[config.mk]
export PLATFORM = sky130hd
export DESIGN_NAME = polyphase_source_span_calc
export DESIGN_NICKNAME = d
export VERILOG_FILES = /design/src/hdl/spc_pkg.sv /design/src/hdl/spc_ram.sv /design/src/hdl/spc_div.sv /design/src/hdl/spc_dp.sv /design/src/hdl/spc_ctrl.sv /design/src/hdl/polyphase_source_span_calc.sv
export VERILOG_INCLUDE_DIRS = /design/src /design/src/hdl
export SDC_FILE = /design/constraint.sdc
export NUM_CORES = 2
export LEC_CHECK = 0
export ABC_AREA = 1
export BUFFER_PORTS_ARGS = -buffer_cell sky130_fd_sc_hd__buf_2
export CORE_MARGIN = 5
export CORE_UTILIZATION = 42
export CTS_CLUSTER_DIAMETER = 100
export DETAILED_ROUTE_END_ITERATION = 16
export PLACE_DENSITY = 0.62
export SLEW_MARGIN = 20
export SYNTH_ARGS = -nofsm -noshare
export SYNTH_HDL_FRONTEND = slang
export SYNTH_SLANG_ARGS = --single-unit
[constraint.sdc]
create_clock -name clk_i -period 13.7 [get_ports clk_i]
set_clock_uncertainty 0.2 [all_clocks]
set_input_delay 2.74 -clock clk_i [delete_from_list [all_inputs] [get_ports clk_i]]
set_output_delay 2.74 -clock clk_i [all_outputs]
set_load 0.05 [all_outputs]
[src/hdl/assert_macros.svh]
`ifndef ASSERT_MACROS_SVH
`define ASSERT_MACROS_SVH

// property checked at every rising edge outside reset
`define SPC_ASSERT(name, clk, rst_n, prop, msg) \
  name: assert property (@(posedge clk) disable iff (!rst_n) prop) else $error(msg);

// condition that must never hold
`define SPC_NEVER(name, clk, rst_n, cond, msg) \
  `SPC_ASSERT(name, clk, rst_n, !(cond), msg)

`endif

[src/hdl/spc_pkg.sv]
package spc_pkg;

  localparam int SW  = 40;  // accumulator width
  localparam int PW  = 7;   // phase count width
  localparam int WW  = 13;  // tile width / shift width
  localparam int DVW = 24;  // dividend width
  localparam int QW  = 25;  // signed quotient width
  localparam int MW  = 39;  // product width

  localparam logic [1:0] OP_LOAD = 2'd0;
  localparam logic [1:0] OP_SPAN = 2'd1;
  localparam logic [1:0] OP_CLIP = 2'd2;

  localparam logic REG_PHASE_COUNT = 1'b0;
  localparam logic REG_SHIFT       = 1'b1;

  localparam logic signed [SW-1:0] ACC_HI = {1'b0, {(SW-1){1'b1}}};
  localparam logic signed [SW-1:0] ACC_LO = {1'b1, {(SW-1){1'b0}}};

  localparam logic signed [SW-1:0] START_MAX = 40'sd16777215;
  localparam logic signed [SW-1:0] START_MIN = -40'sd16777216;
  localparam logic signed [SW-1:0] WIDTH_MAX = 40'sd33554431;
  localparam logic signed [SW-1:0] WIDTH_MIN = -40'sd16777216;

  typedef enum logic [1:0] {
    WALK_FULL,  // min start and max end, origin advances
    WALK_MIN,   // min offset only, first entry sets the end
    WALK_MAX    // max end only, origin advances
  } spc_walk_e;

  typedef struct packed {
    logic      capture;
    logic      load_wr;
    logic      acc_clear;
    logic      div_start;
    logic      div_sel_w;
    logic      div1_take;
    logic      div2_take;
    logic      mul_go;
    logic      mul_sel_cyc;
    logic      walk_start;
    spc_walk_e walk_mode;
    logic      base_take;
    logic      fin;
    logic      fin_clip;
    logic      out_load;
    logic      out_zero;
  } spc_cmd_t;

  typedef struct packed {
    logic div_busy;
    logic walk_busy;
    logic out_free;
  } spc_sts_t;

endpackage

[src/hdl/spc_ram.sv]
module spc_ram #(
  parameter int WIDTH = 23,
  parameter int DEPTH = 64
) (
  input  logic                                     clk_i,
  input  logic                                     we_i,
  input  logic [((DEPTH > 1) ? $clog2(DEPTH) : 1)-1:0] waddr_i,
  input  logic [WIDTH-1:0]                         wdata_i,
  input  logic [((DEPTH > 1) ? $clog2(DEPTH) : 1)-1:0] raddr_i,
  output logic [WIDTH-1:0]                         rdata_o
);

  logic [WIDTH-1:0] mem [DEPTH];
  logic [WIDTH-1:0] rdata_q;

  always_ff @(posedge clk_i) begin
    if (we_i) begin
      mem[waddr_i] <= wdata_i;
    end
    rdata_q <= mem[raddr_i];
  end

  assign rdata_o = rdata_q;

endmodule

[src/hdl/spc_div.sv]
`include "assert_macros.svh"

module spc_div (
  input  logic                      clk_i,
  input  logic                      rst_ni,
  input  logic                      start_i,
  input  logic [spc_pkg::DVW-1:0]   dividend_i,
  input  logic [spc_pkg::PW-1:0]    divisor_i,
  output logic                      busy_o,
  output logic [spc_pkg::DVW-1:0]   quot_o,
  output logic [spc_pkg::PW-1:0]    rem_o
);

  localparam int CW = $clog2(spc_pkg::DVW);

  logic                    busy_q, busy_d;
  logic [CW-1:0]           cnt_q, cnt_d;
  logic [spc_pkg::DVW-1:0] dvd_q, dvd_d;
  logic [spc_pkg::PW-1:0]  rem_q, rem_d;
  logic [spc_pkg::PW:0]    trial;
  logic                    ge;

  // one quotient bit per cycle, restoring
  always_comb begin
    trial  = {rem_q, dvd_q[spc_pkg::DVW-1]};
    ge     = (trial >= {1'b0, divisor_i});
    busy_d = busy_q;
    cnt_d  = cnt_q;
    dvd_d  = dvd_q;
    rem_d  = rem_q;
    if (start_i) begin
      busy_d = 1'b1;
      cnt_d  = '0;
      dvd_d  = dividend_i;
      rem_d  = '0;
    end else if (busy_q) begin
      dvd_d = {dvd_q[spc_pkg::DVW-2:0], ge};
      rem_d = ge ? spc_pkg::PW'(trial - {1'b0, divisor_i}) : trial[spc_pkg::PW-1:0];
      cnt_d = cnt_q + CW'(1);
      if (cnt_q == CW'(spc_pkg::DVW - 1)) begin
        busy_d = 1'b0;
      end
    end
  end

  always_ff @(posedge clk_i or negedge rst_ni) begin
    if (!rst_ni) begin
      busy_q <= 1'b0;
      cnt_q  <= '0;
    end else begin
      busy_q <= busy_d;
      cnt_q  <= cnt_d;
    end
  end

  always_ff @(posedge clk_i) begin
    dvd_q <= dvd_d;
    rem_q <= rem_d;
  end

  assign busy_o = busy_q;
  assign quot_o = dvd_q;
  assign rem_o  = rem_q;

  `SPC_ASSERT(a_div_start_busy, clk_i, rst_ni, start_i |=> busy_q, "divider idle after start")

endmodule

[src/hdl/spc_dp.sv]
`include "assert_macros.svh"

module spc_dp #(
  parameter int MAX_PHASES = 64,
  parameter int MAX_TILE   = 4096
) (
  input  logic                      clk_i,
  input  logic                      rst_ni,
  input  spc_pkg::spc_cmd_t         cmd_i,
  output spc_pkg::spc_sts_t         sts_o,
  input  logic [spc_pkg::PW-1:0]    p_eff_i,
  input  logic [spc_pkg::WW-1:0]    shift_i,
  input  logic [5:0]                entry_index_i,
  input  logic signed [10:0]        entry_offset_i,
  input  logic [7:0]                entry_taps_i,
  input  logic signed [23:0]        dst_start_i,
  input  logic [12:0]               dst_width_i,
  input  logic [23:0]               src_total_width_i,
  input  logic                      m_tready_i,
  output logic                      m_tvalid_o,
  output logic signed [24:0]        src_start_o,
  output logic signed [25:0]        src_width_o
);

  localparam int SW = spc_pkg::SW;
  localparam int PW = spc_pkg::PW;
  localparam int WW = spc_pkg::WW;
  localparam int AW = (MAX_PHASES > 1) ? $clog2(MAX_PHASES) : 1;

  // captured query
  logic signed [23:0] dx_q;
  logic [WW-1:0]      w_q;
  logic [23:0]        total_q;
  logic [WW-1:0]      w_lim;

  always_comb begin
    if (32'(dst_width_i) > MAX_TILE) begin
      w_lim = WW'(MAX_TILE);
    end else begin
      w_lim = dst_width_i;
    end
    if (w_lim == '0) begin
      w_lim = WW'(1);
    end
  end

  always_ff @(posedge clk_i) begin
    if (cmd_i.capture) begin
      dx_q    <= dst_start_i;
      w_q     <= w_lim;
      total_q <= src_total_width_i;
    end
  end

  // kernel table: end offset above start offset
  logic               ram_we;
  logic signed [11:0] end_rel;
  logic [22:0]        ram_rdata;
  logic signed [10:0] rd_off;
  logic signed [11:0] rd_end;
  logic [PW-1:0]      idx_q;

  assign ram_we  = cmd_i.load_wr && (32'(entry_index_i) < MAX_PHASES);
  assign end_rel = 12'(entry_offset_i) + 12'(entry_taps_i);
  assign rd_off  = ram_rdata[10:0];
  assign rd_end  = ram_rdata[22:11];

  spc_ram #(
    .WIDTH (23),
    .DEPTH (MAX_PHASES)
  ) u_ram (
    .clk_i   (clk_i),
    .we_i    (ram_we),
    .waddr_i (AW'(entry_index_i)),
    .wdata_i ({end_rel, entry_offset_i}),
    .raddr_i (AW'(idx_q)),
    .rdata_o (ram_rdata)
  );

  // divider
  logic [spc_pkg::DVW-1:0] dvd;
  logic [spc_pkg::DVW-1:0] quot;
  logic [PW-1:0]           rem;
  logic                    div_busy;

  assign dvd = cmd_i.div_sel_w ? spc_pkg::DVW'(w_q) : (dx_q[23] ? ~dx_q : dx_q);

  spc_div u_div (
    .clk_i      (clk_i),
    .rst_ni     (rst_ni),
    .start_i    (cmd_i.div_start),
    .dividend_i (dvd),
    .divisor_i  (p_eff_i),
    .busy_o     (div_busy),
    .quot_o     (quot),
    .rem_o      (rem)
  );

  // floored quotient, first phase and trailing-walk start
  logic signed [spc_pkg::QW-1:0] q_q;
  logic [PW-1:0]                 r_q, ib_q, ib_d;
  logic [WW-1:0]                 cyc_q, cyc_d, minw;
  logic [PW:0]                   ib_sum;

  assign minw   = (w_q < WW'(p_eff_i)) ? w_q : WW'(p_eff_i);
  assign ib_sum = {1'b0, r_q} + {1'b0, rem};

  always_comb begin
    if (w_q < WW'(p_eff_i)) begin
      cyc_d = '0;
      ib_d  = r_q;
    end else if (ib_sum >= {1'b0, p_eff_i}) begin
      cyc_d = quot[WW-1:0];
      ib_d  = PW'(ib_sum - {1'b0, p_eff_i});
    end else begin
      cyc_d = quot[WW-1:0] - WW'(1);
      ib_d  = ib_sum[PW-1:0];
    end
  end

  always_ff @(posedge clk_i) begin
    if (cmd_i.div1_take) begin
      q_q <= dx_q[23] ? ~{1'b0, quot} : {1'b0, quot};
      r_q <= dx_q[23] ? (p_eff_i - PW'(1) - rem) : rem;
    end
    if (cmd_i.div2_take) begin
      cyc_q <= cyc_d;
      ib_q  <= ib_d;
    end
  end

  // multiplier
  logic signed [spc_pkg::QW-1:0] mul_a;
  logic signed [WW:0]            mul_b;
  logic signed [spc_pkg::MW-1:0] mul_q, base_q;

  assign mul_a = cmd_i.mul_sel_cyc ? signed'(spc_pkg::QW'(cyc_q)) : q_q;
  assign mul_b = signed'({1'b0, shift_i});

  always_ff @(posedge clk_i) begin
    if (cmd_i.mul_go) begin
      mul_q <= mul_a * mul_b;
    end
    if (cmd_i.base_take) begin
      base_q <= mul_q;
    end
  end

  // table walk: read one entry a cycle, accumulate in the cycle after the read
  logic [WW-1:0]       cnt_q;
  logic                pv_q;
  logic                issue;
  logic signed [SW-1:0] org_q, porg_q;
  spc_pkg::spc_walk_e  mode_q;
  logic                first_q, pfirst_q;
  logic [PW-1:0]       idx_nx;

  assign issue  = (cnt_q != '0);
  assign idx_nx = idx_q + PW'(1);

  always_ff @(posedge clk_i or negedge rst_ni) begin
    if (!rst_ni) begin
      cnt_q <= '0;
      pv_q  <= 1'b0;
    end else begin
      pv_q <= issue;
      if (cmd_i.walk_start) begin
        cnt_q <= (cmd_i.walk_mode == spc_pkg::WALK_FULL) ? w_q : minw;
      end else if (issue) begin
        cnt_q <= cnt_q - WW'(1);
      end
    end
  end

  always_ff @(posedge clk_i) begin
    if (cmd_i.walk_start) begin
      idx_q   <= (cmd_i.walk_mode == spc_pkg::WALK_MAX) ? ib_q : r_q;
      org_q   <= (cmd_i.walk_mode == spc_pkg::WALK_MIN) ? '0 : SW'(mul_q);
      mode_q  <= cmd_i.walk_mode;
      first_q <= 1'b1;
    end else if (issue) begin
      first_q <= 1'b0;
      if (idx_nx == p_eff_i) begin
        idx_q <= '0;
        if (mode_q != spc_pkg::WALK_MIN) begin
          org_q <= org_q + SW'(shift_i);
        end
      end else begin
        idx_q <= idx_nx;
      end
    end
    porg_q   <= org_q;
    pfirst_q <= first_q;
  end

  logic signed [SW-1:0] min_q, max_q, s_val, e_val;
  logic                 upd_min, upd_max;

  assign s_val   = porg_q + SW'(rd_off);
  assign e_val   = porg_q + SW'(rd_end);
  assign upd_min = (mode_q == spc_pkg::WALK_FULL) || (mode_q == spc_pkg::WALK_MIN);
  assign upd_max = (mode_q == spc_pkg::WALK_FULL) || (mode_q == spc_pkg::WALK_MAX) ||
                   ((mode_q == spc_pkg::WALK_MIN) && pfirst_q);

  always_ff @(posedge clk_i) begin
    if (cmd_i.acc_clear) begin
      min_q <= spc_pkg::ACC_HI;
      max_q <= spc_pkg::ACC_LO;
    end else if (pv_q) begin
      if (upd_min && (s_val < min_q)) begin
        min_q <= s_val;
      end
      if (upd_max && (e_val > max_q)) begin
        max_q <= e_val;
      end
    end
  end

  // final span and clipping
  logic signed [SW-1:0] cs, ce, tot_x, fs_q, fe_q;

  assign cs    = min_q + SW'(base_q);
  assign ce    = max_q + SW'(base_q);
  assign tot_x = SW'(total_q);

  always_ff @(posedge clk_i) begin
    if (cmd_i.fin) begin
      if (cmd_i.fin_clip) begin
        fs_q <= (cs < 0) ? '0 : cs;
        fe_q <= (ce > tot_x) ? tot_x : ce;
      end else begin
        fs_q <= min_q;
        fe_q <= max_q;
      end
    end
  end

  // output register
  logic signed [SW-1:0] sw_raw, fs_sat, sw_sat;
  logic                 m_valid_q;
  logic signed [24:0]   start_q;
  logic signed [25:0]   width_q;

  assign sw_raw = fe_q - fs_q;

  always_comb begin
    if (fs_q > spc_pkg::START_MAX) begin
      fs_sat = spc_pkg::START_MAX;
    end else if (fs_q < spc_pkg::START_MIN) begin
      fs_sat = spc_pkg::START_MIN;
    end else begin
      fs_sat = fs_q;
    end
    if (sw_raw > spc_pkg::WIDTH_MAX) begin
      sw_sat = spc_pkg::WIDTH_MAX;
    end else if (sw_raw < spc_pkg::WIDTH_MIN) begin
      sw_sat = spc_pkg::WIDTH_MIN;
    end else begin
      sw_sat = sw_raw;
    end
  end

  always_ff @(posedge clk_i or negedge rst_ni) begin
    if (!rst_ni) begin
      m_valid_q <= 1'b0;
    end else if (cmd_i.out_load) begin
      m_valid_q <= 1'b1;
    end else if (m_tready_i) begin
      m_valid_q <= 1'b0;
    end
  end

  always_ff @(posedge clk_i) begin
    if (cmd_i.out_load) begin
      start_q <= cmd_i.out_zero ? '0 : fs_sat[24:0];
      width_q <= cmd_i.out_zero ? '0 : sw_sat[25:0];
    end
  end

  assign m_tvalid_o  = m_valid_q;
  assign src_start_o = start_q;
  assign src_width_o = width_q;

  assign sts_o.div_busy  = div_busy;
  assign sts_o.walk_busy = issue || pv_q;
  assign sts_o.out_free  = !m_valid_q || m_tready_i;

  `SPC_ASSERT(a_walk_idx_range, clk_i, rst_ni, issue |-> (idx_q < p_eff_i), "walk index beyond phase count")
  `SPC_ASSERT(a_walk_pipe, clk_i, rst_ni, pv_q |-> $past(issue), "table data without a read")

endmodule

[src/hdl/spc_ctrl.sv]
`include "assert_macros.svh"

module spc_ctrl (
  input  logic              clk_i,
  input  logic              rst_ni,
  input  logic              s_tvalid_i,
  output logic              s_tready_o,
  input  logic [1:0]        opcode_i,
  input  logic              dx_neg_i,
  input  spc_pkg::spc_sts_t sts_i,
  output spc_pkg::spc_cmd_t cmd_o
);

  localparam logic [3:0] ST_IDLE  = 4'd0;
  localparam logic [3:0] ST_DIV1S = 4'd1;
  localparam logic [3:0] ST_DIV1  = 4'd2;
  localparam logic [3:0] ST_MUL1  = 4'd3;
  localparam logic [3:0] ST_WS1   = 4'd4;
  localparam logic [3:0] ST_WALK1 = 4'd5;
  localparam logic [3:0] ST_DIV2S = 4'd6;
  localparam logic [3:0] ST_DIV2  = 4'd7;
  localparam logic [3:0] ST_MUL2  = 4'd8;
  localparam logic [3:0] ST_WS2   = 4'd9;
  localparam logic [3:0] ST_WALK2 = 4'd10;
  localparam logic [3:0] ST_FIN   = 4'd11;
  localparam logic [3:0] ST_DONE  = 4'd12;
  localparam logic [3:0] ST_ZERO  = 4'd13;

  logic [3:0] state_q, state_d;
  logic       clip_q, clip_d;

  always_comb begin
    state_d    = state_q;
    clip_d     = clip_q;
    cmd_o      = '0;
    s_tready_o = 1'b0;
    case (state_q)
      ST_IDLE: begin
        s_tready_o = 1'b1;
        if (s_tvalid_i) begin
          cmd_o.capture = 1'b1;
          clip_d        = (opcode_i == spc_pkg::OP_CLIP);
          if (opcode_i == spc_pkg::OP_LOAD) begin
            cmd_o.load_wr = 1'b1;
          end
          if ((opcode_i == spc_pkg::OP_SPAN) ||
              ((opcode_i == spc_pkg::OP_CLIP) && !dx_neg_i)) begin
            cmd_o.acc_clear = 1'b1;
            state_d         = ST_DIV1S;
          end else begin
            state_d = ST_ZERO;
          end
        end
      end
      ST_DIV1S: begin
        cmd_o.div_start = 1'b1;
        state_d         = ST_DIV1;
      end
      ST_DIV1: begin
        if (!sts_i.div_busy) begin
          cmd_o.div1_take = 1'b1;
          state_d         = ST_MUL1;
        end
      end
      ST_MUL1: begin
        cmd_o.mul_go = 1'b1;
        state_d      = ST_WS1;
      end
      ST_WS1: begin
        cmd_o.walk_start = 1'b1;
        cmd_o.walk_mode  = clip_q ? spc_pkg::WALK_MIN : spc_pkg::WALK_FULL;
        cmd_o.base_take  = 1'b1;
        state_d          = ST_WALK1;
      end
      ST_WALK1: begin
        if (!sts_i.walk_busy) begin
          state_d = clip_q ? ST_DIV2S : ST_FIN;
        end
      end
      ST_DIV2S: begin
        cmd_o.div_start = 1'b1;
        cmd_o.div_sel_w = 1'b1;
        state_d         = ST_DIV2;
      end
      ST_DIV2: begin
        if (!sts_i.div_busy) begin
          cmd_o.div2_take = 1'b1;
          state_d         = ST_MUL2;
        end
      end
      ST_MUL2: begin
        cmd_o.mul_go      = 1'b1;
        cmd_o.mul_sel_cyc = 1'b1;
        state_d           = ST_WS2;
      end
      ST_WS2: begin
        cmd_o.walk_start = 1'b1;
        cmd_o.walk_mode  = spc_pkg::WALK_MAX;
        state_d          = ST_WALK2;
      end
      ST_WALK2: begin
        if (!sts_i.walk_busy) begin
          state_d = ST_FIN;
        end
      end
      ST_FIN: begin
        cmd_o.fin      = 1'b1;
        cmd_o.fin_clip = clip_q;
        state_d        = ST_DONE;
      end
      ST_DONE: begin
        if (sts_i.out_free) begin
          cmd_o.out_load = 1'b1;
          state_d        = ST_IDLE;
        end
      end
      ST_ZERO: begin
        if (sts_i.out_free) begin
          cmd_o.out_load = 1'b1;
          cmd_o.out_zero = 1'b1;
          state_d        = ST_IDLE;
        end
      end
      default: begin
        state_d = ST_IDLE;
      end
    endcase
  end

  always_ff @(posedge clk_i or negedge rst_ni) begin
    if (!rst_ni) begin
      state_q <= ST_IDLE;
      clip_q  <= 1'b0;
    end else begin
      state_q <= state_d;
      clip_q  <= clip_d;
    end
  end

  `SPC_ASSERT(a_out_when_free, clk_i, rst_ni, cmd_o.out_load |-> sts_i.out_free, "result loaded over a waiting one")
  `SPC_NEVER(a_idle_walk, clk_i, rst_ni, s_tready_o && sts_i.walk_busy, "item taken during a table walk")

endmodule

[src/hdl/polyphase_source_span_calc.sv]
// load, unused opcode and negative clipped start return a zero result without a divider pass
// unclipped query: one divider pass and a table walk over w entries, w the tile width after
// saturation (0 counts as 1); clipped query: two divider passes and two walks over min(w, phases)
// entries each; both use the serial divider and the table walk, which reads one entry a cycle
// throughput: one item at a time; the next item is taken the cycle after a result is loaded
// reset: config to 1, control cleared; the kernel table holds nothing until loaded
module polyphase_source_span_calc #(
  parameter int MAX_PHASES = 64,
  parameter int MAX_TILE   = 4096
) (
  input  logic        clk_i,
  input  logic        rst_ni,
  input  logic        s_axis_tvalid,
  output logic        s_axis_tready,
  // entry_index, entry_offset, entry_taps, dst_start, dst_width, src_total_width, pad
  input  logic [87:0] s_axis_tdata,
  // opcode
  input  logic [1:0]  s_axis_tuser,
  output logic        m_axis_tvalid,
  input  logic        m_axis_tready,
  // src_start, src_width, pad
  output logic [55:0] m_axis_tdata,
  input  logic        cfg_valid_i,
  output logic        cfg_ready_o,
  input  logic        cfg_index_i,
  input  logic [12:0] cfg_data_i
);

  localparam int PW = spc_pkg::PW;

  // configuration registers
  logic [PW-1:0]          pc_q;
  logic [spc_pkg::WW-1:0] shift_q;
  logic [PW-1:0]          p_eff;

  always_ff @(posedge clk_i or negedge rst_ni) begin
    if (!rst_ni) begin
      pc_q    <= PW'(1);
      shift_q <= spc_pkg::WW'(1);
    end else if (cfg_valid_i) begin
      case (cfg_index_i)
        spc_pkg::REG_PHASE_COUNT: pc_q    <= cfg_data_i[PW-1:0];
        spc_pkg::REG_SHIFT:       shift_q <= cfg_data_i;
        default: ;
      endcase
    end
  end

  assign cfg_ready_o = 1'b1;

  always_comb begin
    if (pc_q == '0) begin
      p_eff = PW'(1);
    end else if (32'(pc_q) > MAX_PHASES) begin
      p_eff = PW'(MAX_PHASES);
    end else begin
      p_eff = pc_q;
    end
  end

  spc_pkg::spc_cmd_t  cmd;
  spc_pkg::spc_sts_t  sts;
  logic signed [24:0] src_start;
  logic signed [25:0] src_width;

  spc_ctrl u_ctrl (
    .clk_i      (clk_i),
    .rst_ni     (rst_ni),
    .s_tvalid_i (s_axis_tvalid),
    .s_tready_o (s_axis_tready),
    .opcode_i   (s_axis_tuser),
    .dx_neg_i   (s_axis_tdata[48]),
    .sts_i      (sts),
    .cmd_o      (cmd)
  );

  spc_dp #(
    .MAX_PHASES (MAX_PHASES),
    .MAX_TILE   (MAX_TILE)
  ) u_dp (
    .clk_i             (clk_i),
    .rst_ni            (rst_ni),
    .cmd_i             (cmd),
    .sts_o             (sts),
    .p_eff_i           (p_eff),
    .shift_i           (shift_q),
    .entry_index_i     (s_axis_tdata[5:0]),
    .entry_offset_i    (signed'(s_axis_tdata[16:6])),
    .entry_taps_i      (s_axis_tdata[24:17]),
    .dst_start_i       (signed'(s_axis_tdata[48:25])),
    .dst_width_i       (s_axis_tdata[61:49]),
    .src_total_width_i (s_axis_tdata[85:62]),
    .m_tready_i        (m_axis_tready),
    .m_tvalid_o        (m_axis_tvalid),
    .src_start_o       (src_start),
    .src_width_o       (src_width)
  );

  assign m_axis_tdata = {5'b0, src_width, src_start};

endmodule
Yosys cells after proc, flatten, opt, wreduce, memory -nomap -nowiden
Memory sizes are Yosys's and may differ from the RTL's. A register that Yosys moved wholly into a read port is not among the register bits.
Index checks and enable logic that the tools add are counted.
W data, S select, Z words.
- $add $sub $neg: 16
- $mul: 1
- magnitude comparators: 13
- equality and inequality tests: 28
- mux-type cells: 73
- bitwise operators: 3
- reduce and logical (&&, ||, !) cells: 36
- operators with widths (cell ; count):
    $mux W40 ; 9
    $mux W24 ; 6
    $add A40 B39 Y40 ; 2
    $lt A40 B25 Y1 const B ; 2
    $mux W13 ; 6
    $mux W25 ; 3
    $mux W7 ; 10
    $pmux W4 S13 ; 1
    $add A40 B11 Y40 ; 1
    $add A40 B12 Y40 ; 1
    $add A40 B13 Y40 ; 1
    $gt A40 B25 Y1 ; 1
    $gt A40 B25 Y1 const B ; 1
    $gt A40 B26 Y1 const B ; 1
    $gt A40 B40 Y1 ; 1
    $lt A40 B1 Y1 const B ; 1
    $lt A40 B40 Y1 ; 1
    $sub A40 B40 Y40 ; 1
    $mul A25 B14 Y39 ; 1
    $mux W4 ; 8
    $mux W26 ; 1
    $sub A13 B1 Y13 const B ; 2
    $not A24 Y25 ; 1
    $eq A4 B4 Y1 const B ; 6
    40 further kinds ; 102
- register bits: 570
- memory bits (writable): 1472
- input port bits: 109
- output and inout port bits: 59
- word-level logic and storage cells: 206
- memories: 1
- memory list (memory ; depth ; bits a word ; read ports ; clocked after Yosys merged registers in ; write ports ; RTL line ; text):
    u_dp.u_ram.mem ; 64 ; 23 ; 1 ; 1 ; 1 ; spc_ram.sv:13 ; logic [WIDTH-1:0] mem [DEPTH];

Depth between registers and ports, before layout
- word-level depth: 8
- gate-level depth with buffers: 37
- gate-level depth less buffers: 35

Hierarchy
A second synthesis with hierarchy kept.
- cell total of the unflattened synthesis: 12125
- area total of the unflattened synthesis: 113666.5 µm²
- modules (own cells, without submodules) (module ; times used ; cells each ; area an instance (µm²) ; seq. area each (µm²)):
    spc_ram ; 1 ; 5014 ; 59935.0 ; 44662.8
    spc_dp ; 1 ; 6663 ; 50133.1 ; 13958.4
    spc_div ; 1 ; 250 ; 2045.7 ; 1011.0
    polyphase_source_span_calc ; 1 ; 110 ; 999.7 ; 503.0
    spc_ctrl ; 1 ; 88 ; 553.0 ; 125.1

Worst setup path before layout
OpenSTA, ideal clock, no wires.
- path type: in2reg
- start: input port s_axis_tvalid
- end: memory u_dp.u_ram.mem[0][0], enable pin
- library setup time: 0.403 ns
- arrival: 7.229 ns
- data required time: 13.097 ns
- slack: 5.868 ns
- cell stages on the path: 6
- path buffers: 0
- cell sequence: inv_1 > nor2_1 > nand2_1 > nor2_1 > nand3_1 > nor2_1
- cells in the longest elaborated chain, start to end: 4
- ends and longest elaborated chain (element ; RTL line ; text):
    start: declaration ; polyphase_source_span_calc.sv:13 ; input logic s_axis_tvalid,
    $mux W3 ; spc_ctrl.sv:40 ; if (s_tvalid_i) begin
    $mux W3 ; spc_ctrl.sv:37 ; case (state_q)
    $mux W1 ; spc_ram.sv:17 ; if (we_i) begin
    $mux W1 (not written as such) ; spc_ram.sv:18 ; mem[waddr_i] <= wdata_i;
    end: declaration ; spc_ram.sv:13 ;
Every way passes these cells.

Worst setup path after layout
- start: register u_ctrl.state_q[3]
- end: register u_dp.mul_q[37] (netlist name) (data pin)
- cells in the longest elaborated chain, start to end: 4
- ends and longest elaborated chain (element ; RTL line ; text):
    start: declaration ; spc_ctrl.sv:29 ; logic [3:0] state_q, state_d;
    start signal: assignment ; spc_ctrl.sv:135 ; state_q <= state_d;
    $eq A4 B4 Y1 ; spc_ctrl.sv:37 ;
    $mux W1 ; spc_ctrl.sv:37 ;
    $mux W25 ; spc_dp.sv:137 ; assign mul_a = cmd_i.mul_sel_cyc ? signed'(spc_pkg::QW'(cyc_q)) : q_q;
    $mul A25 B14 Y39 ; spc_dp.sv:142 ; mul_q <= mul_a * mul_b;
    end signal: assignment ; spc_dp.sv:142 ;
    end: declaration ; spc_dp.sv:135 ; logic signed [spc_pkg::MW-1:0] mul_q, base_q;
Every way passes these cells.
A chain may end at the register's enable or synchronous reset.

==> summary.txt <==
Run status
  • Outcome: finished clean

Timing
  • Final Slew Violations: 0
  • Setup TNS: 0 ns
  • Final min period: 8.90 ns
  • RSZ-0062 raised after global routing: false
  • Period utilization: 64.9%
  • Worst-Margin Slew: ~1.2 ns
  • Slew Limit Headroom: between 20% and 30%
  • Peak Freq: 0.112 GHz
  • # setup viols final: 0
  • Hold Vio Cnt, Final: 0

Route
  • Via/cell ratio: 5.56
  • DR pass1 iterations: 6
  • ANT nets after route: 0
  • Via count: ~84000
  • Drt drc: 0
  • Average routed wire per standard cell: between 20 and 25 µm
  • Routed WL: between 300 and 400 mm
  • Initial DRC count: 8876

Die
  • Std-Cell Rows: ~190
  • Core area: about 0.26 mm²
  • IO Pins: about 170
  • Die area: 0.275 mm²
  • Die height: around 520 µm
  • Die W: between 500 and 600 µm
  • Initial cell density of the core: ~42%

Worst hold path
  • Min-delay worst type: register to register

Synthesis
  • EDFF count, synth: ~1900
  • Yosys cell types: 62
  • Top post-synthesis cells by area: edfxtp_1, nor2_1, fa_1
  • Synth Flop Type: edfxtp_1
  • Fraction of registers with async set/reset: about 2.2%
  • Register bit total from synthesis: 2065
  • Post-synthesis sequential area ratio: 54.1%
  • Yosys top cell by area: edfxtp_1
  • Top-count cell post-synth: nor2_1
  • Yosys Warn Count: 0
  • Mapped Cells: around 11000
  • Syn avg cell area: approximately 9.8 µm²
  • Post-synth top cells: nor2_1, edfxtp_1, nand2_1
  • Mapped Area: ~0.11 mm²
  • Post-synth top area share: roughly 50%

Global route
  • Total global-route track usage: approximately a quarter
  • Remaining global-route overflow: 0
  • Vias in the first global route: 82500
  • Largest net degree at the start of global routing: between 150 and 200
  • First-pass GRT wire length: roughly 520 mm
  • Initial antenna violation count: 15

Clock tree
  • Post-CTS sizing: 0
  • Hold-fix buffers at CTS: 0
  • CTS tree: yes
  • Clock Tree Root: clkbuf_16
  • Worst-Skew Late Latency: about 0.9 ns
  • CTS H-tree lvls: 4
  • Clk slew on worst S/H paths: about 0.060 ns
  • Clock sink total: ~2100
  • Setup bufs post-CTS: 0
  • Clock buffer depth: 4
  • CTS Buf Count: 220

Worst setup path
  • Cell with the largest stage delay on the worst path: nor2_1
  • CP startpoint kind: register
  • Most used cell, CP: inv_1
  • Worst EP arrival: between 9 and 10 ns
  • Crit-path max FO: 25
  • Setup CP Type: register to register
  • Crit. End Element: register
  • Critical path's largest stage delay: slightly below 0.8 ns
  • Critical Path RT: between 10 and 15 ns

Cells and area
  • Layout cells sized above 1: 7.00%
  • Area Overhead vs Synth: 11.0%
  • Nets@finish: about 12000

Placed design
  • HPWL after DPL: roughly 240 mm
  • RePlAce Congestion: between 0.9 and 1
  • # port buffers: approximately 160

Job
  • Max-Cap Viols: 0
[registers in the layout (all words and copies together), names as in the netlist, 13 cells and up]
signal / count
u_dp.u_ram.mem: 1472
u_dp.fe_q: 40
u_dp.fs_q: 40
u_dp.max_q: 40
u_dp.min_q: 40
u_dp.org_q: 40
u_dp.porg_q: 40
u_dp.base_q: 39
u_dp.mul_q: 39
u_dp.src_width_o: 26
u_dp.q_q: 25
u_dp.src_start_o: 25
u_dp.dx_q: 24
u_dp.total_q: 24
u_dp.u_div.quot_o: 24
u_dp.u_ram.rdata_o: 23
shift_q: 13
u_dp.cnt_q: 13
u_dp.cyc_q: 13
u_dp.w_q: 13
[cells by family (layout without fill, tap and decap cells)]
kind of cell	Yosys count	after routing	share of synthesized area [%]
other	2	17	0.00675
AO/OA/AOI/OAI	2359	2359	12.0
adder cells (fa/ha/maj)	760	760	10.6
flip-flops	2065	2065	54.1
AND/OR/NAND/NOR	4147	4147	14.9
buffers and inverters	1693	1941	5.79
XOR/XNOR	321	321	2.53
[layout by cell type (no fill, tap or decap), types with 61 or more instances in the layout]
cell	instances
nand3_1	411
nand4_1	62
dfxtp_1	150
ha_1	447
inv_1	1192
buf_2	159
edfxtp_1	1867
buf_4	143
clkbuf_16	225
a21oi_1	405
o32ai_1	87
nor2_1	1824
o21ai_0	1168
o22ai_1	434
fa_1	312
nand2_1	1622
nor2_2	61
xor2_1	217
xnor2_1	94
[per-stage QoR]
| step | setup slack, ns | instances | util (%) | cell area, µm² | hold WS (ns) |
|---|---|---|---|---|---|
| final | 4.80 | 15100 | 46.7 | 124000 | 0.170 |
| after global routing | 4.28 | 15100 | 46.7 | 124000 | 0.180 |
| after CTS | 4.74 | 15100 | 46.7 | 124000 | 0.167 |
| after detailed placement | 4.77 | 14700 | 44.1 | 117000 | 0.143 |
| after global placement | 4.80 | 14700 | 44.0 | 117000 | 0.139 |
| after floorplan | 5.87 | 11400 | - | 111000 | 0.131 |
[final timing paths]
check	slack [ns]	start	to	cells after the start
setup / recovery	4.80	u_ctrl.state_q[3]$_DFFE_PN0P_	u_dp.mul_q[37]$_DFFE_PP_	28
hold / removal	0.17	u_dp.first_q$_SDFFE_PN1P_	u_dp.pfirst_q$_DFF_P_	0
hold reg to reg	0.17	u_dp.first_q$_SDFFE_PN1P_	u_dp.pfirst_q$_DFF_P_	0
min in group asynchronous	1.82	rst_ni	shift_q[6]$_DFFE_PN0P_	2
max in group asynchronous	10.93	rst_ni	shift_q[2]$_DFFE_PN0P_	2
setup reg to reg	4.80	u_ctrl.state_q[3]$_DFFE_PN0P_	u_dp.mul_q[37]$_DFFE_PP_	28
[worst max-delay path: cells and delay by family, from the launching register on]
family / cells / cell delay, ns
adders and majority gates: 7 / 3.28
buffers and inverters: 9 / 1.42
xor gates and xnor gates: 1 / 0.18
and+or+nand+nor: 5 / 1.28
AOI/OAI and AO/OA: 6 / 1.83
DFF: 1 / 0.39
[area by class of cell]
type                    instances  area [µm²]
clock inverters               121        1020
clock buffers                 277        5880
fillers                     24400      141000
multi-input cells            7593       45200
diodes                         11        27.5
flip-flops and latches       2065       60300
repair buffers                315        2130
well taps                    3533        4420
inverters                    1228        4630
[layer usage]
layer  vias to the layer above  global-route usage (%)  routed length (µm)
met1                     41100                    34.6              151000
met4                         6                    8.62               13000
met3                       574                    3.18               25900
met2                      3377                    38.5              157000
li1                      39100                       -                   -
met5                         -                       0                  41
Power is left out: the tool's default activity adds up to more than one toggle a clock period on the data nets, which glitch-free logic cannot reach.
